### src/assert_macros.svh
// Assertion helpers; clk and rst_n are taken from the enclosing module.
`ifndef ASSERT_MACROS_SVH
`define ASSERT_MACROS_SVH

// Same-cycle implication.
`define ASSERT_IMPLIES(label, ante, cons) \
  label: assert property (@(posedge clk) disable iff (!rst_n) (ante) |-> (cons)) \
    else $error("assertion failed");

// Next-cycle implication.
`define ASSERT_NEXT(label, ante, cons) \
  label: assert property (@(posedge clk) disable iff (!rst_n) (ante) |=> (cons)) \
    else $error("assertion failed");

`endif

### src/fsnf_pkg.sv
package fsnf_pkg;

  localparam int NAME_CHARS = 8;
  localparam int EXT_CHARS  = 3;
  localparam int CHAR_W     = 8;
  localparam int LEN_W      = 4;
  localparam int CAP_W      = 8;
  localparam int NAME_W     = 64;
  localparam int EXT_W      = 24;
  localparam int NAME_IW    = (NAME_CHARS > 1) ? $clog2(NAME_CHARS) : 1;
  localparam int EXT_IW     = (EXT_CHARS > 1) ? $clog2(EXT_CHARS) : 1;

  localparam logic [CHAR_W-1:0] SPACE_CHAR = 8'h20;
  localparam logic [CHAR_W-1:0] NUL_CHAR   = 8'h00;
  localparam logic [CHAR_W-1:0] DOT_CHAR   = 8'h2e;

  typedef struct packed {
    logic is_space;
    logic is_zero;
    logic tail_space;
  } lane_flags_t;

  typedef struct packed {
    logic [NAME_CHARS-1:0][CHAR_W-1:0] name;
    logic [EXT_CHARS-1:0][CHAR_W-1:0]  ext;
    logic [LEN_W-1:0]                  nlen;
    logic [LEN_W-1:0]                  n_emit;
    logic [LEN_W-1:0]                  total;
    logic                              err;
  } job_t;

endpackage

### src/fsnf_lane.sv
module fsnf_lane (
  input  logic [fsnf_pkg::CHAR_W-1:0] ch,
  input  logic                        tail_in,
  output fsnf_pkg::lane_flags_t       flags
);

  always_comb begin
    flags.is_space   = (ch == fsnf_pkg::SPACE_CHAR);
    flags.is_zero    = (ch == fsnf_pkg::NUL_CHAR);
    flags.tail_space = flags.is_space & tail_in;
  end

endmodule

### src/fsnf_merge.sv
`include "assert_macros.svh"

module fsnf_merge (
  input  logic                                                clk,
  input  logic                                                rst_n,
  input  logic                                                accept,
  input  logic [fsnf_pkg::NAME_CHARS-1:0][fsnf_pkg::CHAR_W-1:0] name,
  input  logic [fsnf_pkg::EXT_CHARS-1:0][fsnf_pkg::CHAR_W-1:0]  ext,
  input  logic [fsnf_pkg::CAP_W-1:0]                          cap,
  input  fsnf_pkg::lane_flags_t [fsnf_pkg::NAME_CHARS-1:0]    name_flags,
  input  fsnf_pkg::lane_flags_t [fsnf_pkg::EXT_CHARS-1:0]     ext_flags,
  input  logic                                                take,
  output logic                                                pend_valid,
  output fsnf_pkg::job_t                                      pend_job
);

  logic [fsnf_pkg::LEN_W-1:0] nlen;
  logic [fsnf_pkg::LEN_W-1:0] elen;
  logic [fsnf_pkg::LEN_W-1:0] eemit;
  logic [fsnf_pkg::LEN_W-1:0] total;
  logic [fsnf_pkg::LEN_W-1:0] n_emit;
  logic                       pend_valid_r;
  logic                       pend_valid_nxt;
  fsnf_pkg::job_t             pend_job_r;

  always_comb begin
    nlen  = fsnf_pkg::LEN_W'(fsnf_pkg::NAME_CHARS);
    elen  = fsnf_pkg::LEN_W'(fsnf_pkg::EXT_CHARS);
    eemit = fsnf_pkg::LEN_W'(fsnf_pkg::EXT_CHARS);
    for (int k = fsnf_pkg::NAME_CHARS - 1; k >= 0; k--) begin
      if (name_flags[k].is_zero || name_flags[k].tail_space) begin
        nlen = fsnf_pkg::LEN_W'(k);
      end
    end
    for (int k = fsnf_pkg::EXT_CHARS - 1; k >= 0; k--) begin
      if (ext_flags[k].is_space) begin
        elen = fsnf_pkg::LEN_W'(k);
      end
      if (ext_flags[k].is_space || ext_flags[k].is_zero) begin
        eemit = fsnf_pkg::LEN_W'(k);
      end
    end
    total  = nlen + elen + ((elen != '0) ? fsnf_pkg::LEN_W'(1) : '0);
    n_emit = nlen + ((elen != '0) ? (eemit + fsnf_pkg::LEN_W'(1)) : '0);
  end

  always_comb begin
    pend_valid_nxt = pend_valid_r;
    if (accept) begin
      pend_valid_nxt = 1'b1;
    end else if (take) begin
      pend_valid_nxt = 1'b0;
    end
  end

  always_ff @(posedge clk) begin
    if (!rst_n) begin
      pend_valid_r <= 1'b0;
    end else begin
      pend_valid_r <= pend_valid_nxt;
    end
  end

  always_ff @(posedge clk) begin
    if (accept) begin
      pend_job_r.name   <= name;
      pend_job_r.ext    <= ext;
      pend_job_r.nlen   <= nlen;
      pend_job_r.n_emit <= n_emit;
      pend_job_r.total  <= total;
      pend_job_r.err    <= ({{(fsnf_pkg::CAP_W - fsnf_pkg::LEN_W){1'b0}}, total} >= cap);
    end
  end

  assign pend_valid = pend_valid_r;
  assign pend_job   = pend_job_r;

  `ASSERT_NEXT(a_pend_holds, pend_valid_r && !take, pend_valid_r)
  `ASSERT_NEXT(a_accept_fills, accept, pend_valid_r)
  `ASSERT_IMPLIES(a_no_accept_when_full, pend_valid_r && !take, !accept)

endmodule

### src/fsnf_emit.sv
`include "assert_macros.svh"

module fsnf_emit (
  input  logic                        clk,
  input  logic                        rst_n,
  input  logic                        pend_valid,
  input  fsnf_pkg::job_t              pend_job,
  output logic                        take,
  output logic                        out_valid,
  output logic [fsnf_pkg::CHAR_W-1:0] out_char,
  output logic [fsnf_pkg::LEN_W-1:0]  out_name_length,
  output logic                        out_status,
  output logic                        out_last
);

  fsnf_pkg::job_t             job_r;
  logic                       act_r;
  logic                       act_nxt;
  logic [fsnf_pkg::LEN_W-1:0] idx_r;
  logic [fsnf_pkg::LEN_W-1:0] idx_nxt;
  logic [fsnf_pkg::LEN_W-1:0] ext_off;
  logic [fsnf_pkg::CHAR_W-1:0] ch;
  logic                       last_now;
  logic                       out_valid_r;
  logic [fsnf_pkg::CHAR_W-1:0] out_char_r;
  logic [fsnf_pkg::LEN_W-1:0] out_len_r;
  logic                       out_status_r;
  logic                       out_last_r;

  always_comb begin
    ext_off  = idx_r - job_r.nlen - fsnf_pkg::LEN_W'(1);
    last_now = job_r.err || (idx_r == job_r.n_emit);
    priority if (job_r.err || idx_r == job_r.n_emit) begin
      ch = fsnf_pkg::NUL_CHAR;
    end else if (idx_r < job_r.nlen) begin
      ch = job_r.name[idx_r[fsnf_pkg::NAME_IW-1:0]];
    end else if (idx_r == job_r.nlen) begin
      ch = fsnf_pkg::DOT_CHAR;
    end else begin
      ch = job_r.ext[ext_off[fsnf_pkg::EXT_IW-1:0]];
    end
  end

  assign take = !act_r || last_now;

  always_comb begin
    act_nxt = act_r;
    idx_nxt = idx_r;
    if (take) begin
      act_nxt = pend_valid;
      idx_nxt = '0;
    end else begin
      idx_nxt = idx_r + fsnf_pkg::LEN_W'(1);
    end
  end

  always_ff @(posedge clk) begin
    if (!rst_n) begin
      act_r       <= 1'b0;
      idx_r       <= '0;
      out_valid_r <= 1'b0;
    end else begin
      act_r       <= act_nxt;
      idx_r       <= idx_nxt;
      out_valid_r <= act_r;
    end
  end

  always_ff @(posedge clk) begin
    if (take && pend_valid) begin
      job_r <= pend_job;
    end
    out_char_r   <= ch;
    out_len_r    <= job_r.total;
    out_status_r <= job_r.err;
    out_last_r   <= last_now;
  end

  assign out_valid       = out_valid_r;
  assign out_char        = out_char_r;
  assign out_name_length = out_len_r;
  assign out_status      = out_status_r;
  assign out_last        = out_last_r;

  `ASSERT_IMPLIES(a_idx_bound, act_r, idx_r <= job_r.n_emit)
  `ASSERT_IMPLIES(a_err_single, out_valid_r && out_status_r, out_last_r)
  `ASSERT_NEXT(a_run_continues, act_r && !last_now, act_r && idx_r == $past(idx_r) + 1'b1)

endmodule

### src/fat_short_name_formatter.sv
// An accepted name moves through the pending, job and output registers in that order.
// Throughput: one result per cycle while names wait; each name gives its characters
//   and a NUL, at most 13 results, via the single emitter; an error gives a single NUL.
// A second name may be accepted while the current one is still being emitted.
// Reset (synchronous, rst_n low) drops any pending and in-flight names.
// out_valid strobes each result for one cycle; the receiver cannot stall.
module fat_short_name_formatter (
  input  logic                          clk,
  input  logic                          rst_n,
  input  logic                          start,
  output logic                          busy,
  input  logic [fsnf_pkg::NAME_W-1:0]   in_name_chars,
  input  logic [fsnf_pkg::EXT_W-1:0]    in_ext_chars,
  input  logic [fsnf_pkg::CAP_W-1:0]    in_buffer_size,
  output logic                          out_valid,
  output logic [fsnf_pkg::CHAR_W-1:0]   out_char,
  output logic [fsnf_pkg::LEN_W-1:0]    out_name_length,
  output logic                          out_status,
  output logic                          out_last
);

  logic [fsnf_pkg::NAME_CHARS-1:0][fsnf_pkg::CHAR_W-1:0] name;
  logic [fsnf_pkg::EXT_CHARS-1:0][fsnf_pkg::CHAR_W-1:0]  ext;
  fsnf_pkg::lane_flags_t [fsnf_pkg::NAME_CHARS-1:0]      name_flags;
  fsnf_pkg::lane_flags_t [fsnf_pkg::EXT_CHARS-1:0]       ext_flags;
  logic [fsnf_pkg::NAME_CHARS:0]                         name_tail;
  logic                                                  accept;
  logic                                                  take;
  logic                                                  pend_valid;
  fsnf_pkg::job_t                                        pend_job;

  assign busy   = pend_valid && !take;
  assign accept = start && !busy;
  assign name_tail[fsnf_pkg::NAME_CHARS] = 1'b1;

  for (genvar k = 0; k < fsnf_pkg::NAME_CHARS; k++) begin : g_name
    assign name[k]      = in_name_chars[k*fsnf_pkg::CHAR_W +: fsnf_pkg::CHAR_W];
    assign name_tail[k] = name_flags[k].tail_space;
    fsnf_lane u_lane (
      .ch      (name[k]),
      .tail_in (name_tail[k+1]),
      .flags   (name_flags[k])
    );
  end

  for (genvar k = 0; k < fsnf_pkg::EXT_CHARS; k++) begin : g_ext
    assign ext[k] = in_ext_chars[k*fsnf_pkg::CHAR_W +: fsnf_pkg::CHAR_W];
    fsnf_lane u_lane (
      .ch      (ext[k]),
      .tail_in (1'b0),
      .flags   (ext_flags[k])
    );
  end

  fsnf_merge u_merge (
    .clk        (clk),
    .rst_n      (rst_n),
    .accept     (accept),
    .name       (name),
    .ext        (ext),
    .cap        (in_buffer_size),
    .name_flags (name_flags),
    .ext_flags  (ext_flags),
    .take       (take),
    .pend_valid (pend_valid),
    .pend_job   (pend_job)
  );

  fsnf_emit u_emit (
    .clk             (clk),
    .rst_n           (rst_n),
    .pend_valid      (pend_valid),
    .pend_job        (pend_job),
    .take            (take),
    .out_valid       (out_valid),
    .out_char        (out_char),
    .out_name_length (out_name_length),
    .out_status      (out_status),
    .out_last        (out_last)
  );

endmodule

### config.mk
export PLATFORM = sky130hd
export DESIGN_NAME = fat_short_name_formatter
export DESIGN_NICKNAME = d
export VERILOG_FILES = /design/src/fsnf_pkg.sv /design/src/fsnf_lane.sv /design/src/fsnf_merge.sv /design/src/fsnf_emit.sv /design/src/fat_short_name_formatter.sv
export VERILOG_INCLUDE_DIRS = /design/src /design/src/src
export SDC_FILE = /design/constraint.sdc
export NUM_CORES = 1
export LEC_CHECK = 0
export BUFFER_PORTS_ARGS = -buffer_cell sky130_fd_sc_hd__buf_4
export CORE_ASPECT_RATIO = 1.4
export CORE_MARGIN = 3
export CORE_UTILIZATION = 40
export CTS_CLUSTER_SIZE = 25
export DETAILED_ROUTE_END_ITERATION = 10
export SYNTH_ARGS = -nofsm -noshare
export SYNTH_HDL_FRONTEND = slang
export SYNTH_SLANG_ARGS = --single-unit
### constraint.sdc
create_clock -name clk -period 13.5 [get_ports clk]
set_input_delay 3.375 -clock clk [delete_from_list [all_inputs] [get_ports clk]]
set_output_delay 3.375 -clock clk [all_outputs]
set_load 0.05 [all_outputs]
==> flow_summary.toml <==
[outcome]
status = "finished, final reports clean"

[floorplan]
core_area_sq_um = 20100
initial_utilization_pct = 41.4
rows = 61
io_pins = 115
dieArea_sq_um = 22600
die_y_microns = 177
die_w_microns = 128

[critical_path]
cpPeakStageDelay_ns = 0.59
crit_path_top_delay_cell = "or4_1"
worst-path-max-fanout = 3
critPathMostFrequentCell = "a21oi_1"
worstSetupPathType = "input pin to flop"
crit_arrival_ns = 7.14
reg2reg_from = "u_emit.idx_r[2]"
required_ns = 13.76
crit_chain = "buf_4, or4_1, or3_1, nor4_1, o2bb2ai_1, a21oi_1, a21oi_1, ha_1, o21bai_1, fa_1, ha_1, a21o_1, a21o_1, a21oi_1, nor2_1"
critPathLaunchType = "input pin"
crit_start = "in_name_chars[34]"
r2r_cells = 6
crit_path_end_kind = "flop"

[layout]
layoutNonFillerInstCount = 853
num-fill-cells = 1702
diodes = 0
final_nets = 703
final_layout_size_suffix_gt1_share_pct = 30.8
syn_to_final_growth_pct = 23.0

[drt]
drt_first_pass_iters = 4
via_per_inst = 5.15
drc = 0
num_vias = 4393
routedWlPerCell_microns = 18.8
ant_nets = 0
drt_iter0_markers = 236
routed_wl_microns = 16100

[timing]
setup_viol = 0
rsz0062_at_grt = "no"
hold_viol = 0
setup_slack_ns = 6.61
max_freq_mhz = 145
slew_headroom_pct = 28.4
worst_pin_slew_ns = 1.07
finalCritPeriodShare_pct = 51.0
final.setup_skew_ns = 0.00967
drv_slew = 0
fin_crit_ns = 6.89
setup_tns_ns = 0

[logic_synthesis]
synth-async-reset-ratio_pct = 0
syn-num-nets = 569
syn_avg_cell_area_sq_um = 18.4
yosys_warnings = 0
seq_area_frac_synth_pct = 77.8
syn_area_sq_um = 8340
synth-edff-count = 202
synth-seq-cells = 223
synth_ff_type = "edfxtp_1"
synth.distinct_cells = 46
syn_inst = 452

[global_route]
track_usage_pct = 14.3
grt_pass1_wl_microns = 24900
gr-total-overflow = 0
antenna_found_initial = 0
grt_max_degree = 66
grt_pass1_vias = 4623

[cts]
cts_root_buffer = "clkbuf_16"
clockBufferDepth = 3
ctsHoldBuffers = 0
clock-sinks = 223
clk_pin_slew_ns = 0.06
worstSkewPairLatency_ns = 0.50
post_cts_buffers = 0
cts_max_level = 1
cts_resized = 0
numCtsBuffers = 22
cts_tree = "yes"

[worst_hold_path]
whs_path_depth = 0
hp-start = "u_emit.job_r[4]"
hp-class = "flop to flop"

[placement]
place_congestion = 0.815
dp_worst_setup_slack_ns = 6.09
hpwl_microns = 11600
portBuffers = 114
dp_cells = 814

[power]
cellPowerDensity_nw_per_um2 = 145
ir_worst_vdd_v = 0.000103
p_leak_nw = 3.70
finalPower_w = 0.00149

[flow_run]
maxCapViolCount = 0
==> cell families after synthesis <==
logic type / Yosys count / synth area share (%)
adder cells (fa/ha/maj): 18 / 2.88
AND/OR/NAND/NOR: 99 / 6.99
flip-flops: 223 / 77.8
multiplexers: 32 / 6.30
XOR/XNOR: 10 / 1.14
buffers and inverters: 25 / 1.16
AO/OA/AOI/OAI: 45 / 3.71
==> metrics by stage <==
step	instance area, sq um	hold WS (ns)	util (%)
after detailed placement	9520	0.332	47.3
after CTS	10300	0.342	50.9
final	10300	0.340	50.9
after floorplan	8340	0.323	-
after global placement	9520	0.326	47.3
after global routing	10300	0.347	50.9
==> where the power goes <==
group / total (W) / switching, W / leakage, nW / internal [W]
Sequential: 0.000801 / 0.00000879 / 2.10 / 0.000792
Clock: 0.000608 / 0.000243 / 0.360 / 0.000365
Combinational: 0.0000810 / 0.0000463 / 1.24 / 0.0000347
==> Yosys cell counts, drive strengths merged (5+ instances only) <==
cell type / count / area share, %
edfxtp: 202 / 73
dfxtp: 21 / 5.0
nor2: 20 / 0.90
ha: 16 / 2.4
inv: 16 / 0.72
mux4: 16 / 4.3
nor4: 15 / 1.5
nand2: 14 / 0.63
mux2i: 12 / 1.4
or4: 10 / 0.99
a21oi: 9 / 0.63
xnor2: 9 / 1.0
nor3: 8 / 0.48
clkbuf: 7 / 0.32
nand3: 7 / 0.42
o21ai: 7 / 0.42
and2: 6 / 0.45
a31oi: 5 / 0.38
==> final timing paths <==
path | endpoint | slack, ns
max | u_merge.pend_job[0] | 6.61
min | u_emit.out_name_length[3] | 0.34
max reg2reg | u_merge.pend_job[71] | 9.71
min reg2reg | u_emit.out_name_length[3] | 0.34
==> placed cells by master (no fill, tap or decap), drive strengths merged, types with 2 or more instances in the layout <==
cell     count
clkinv       7
nand3        7
nor2        20
edfxtp     202
mux4        16
nor2b        4
dfxtp       21
inv         16
a221oi       4
o2bb2ai      2
mux2i       12
nor3         8
a21o         3
nor4        15
o21a         4
a21oi        9
or4         10
nand2       14
a211oi       3
or3          4
mux2         4
fa           2
ha          16
a22oi        4
and2         6
bufinv       2
buf        119
o21ai        7
clkbuf      29
a31oi        5
nand4        4
or4b         2
xnor2        9
and3         2
==> flip-flops by register name, indices dropped and copies added (netlist names) <==
name	flops
u_emit.act_r	1
u_emit.idx_r	4
u_emit.job_r	101
u_emit.out_char	8
u_emit.out_last	1
u_emit.out_name_length	4
u_emit.out_status	1
u_emit.out_valid	1
u_merge.pend_job	101
u_merge.pend_valid	1
==> metal layers <==
| metal | vias up | part of all wire (%) | global-route usage, % |
|---|---|---|---|
| met2 | 144 | 56 | 26.7 |
| met3 | 26 | 4.9 | 2.17 |
| met5 | - | 0 | 0 |
| met4 | 0 | 1.9 | 4.20 |
| li1 | 2070 | - | - |
| met1 | 2153 | 38 | 16.8 |
==> worst max-delay path: cells and delay by family <==
family	cells	cell delay, ns
fa+ha+maj	3	0.99
compound gates	7	1.21
simple gates	4	1.47
buf+inv	1	0.11
==> area by class of cell <==
type	count	area, sq um	share of cell area [%]
clock buffer	29	628	6.12
clock inverter	10	104	1.01
tap	252	315	3.07
sequential	223	6490	63.3
multi-input combinational	204	1770	17.2
inverter	16	60.1	0.586
timing repair buffer	119	893	8.71
Power figures use the tool's default switching activity.
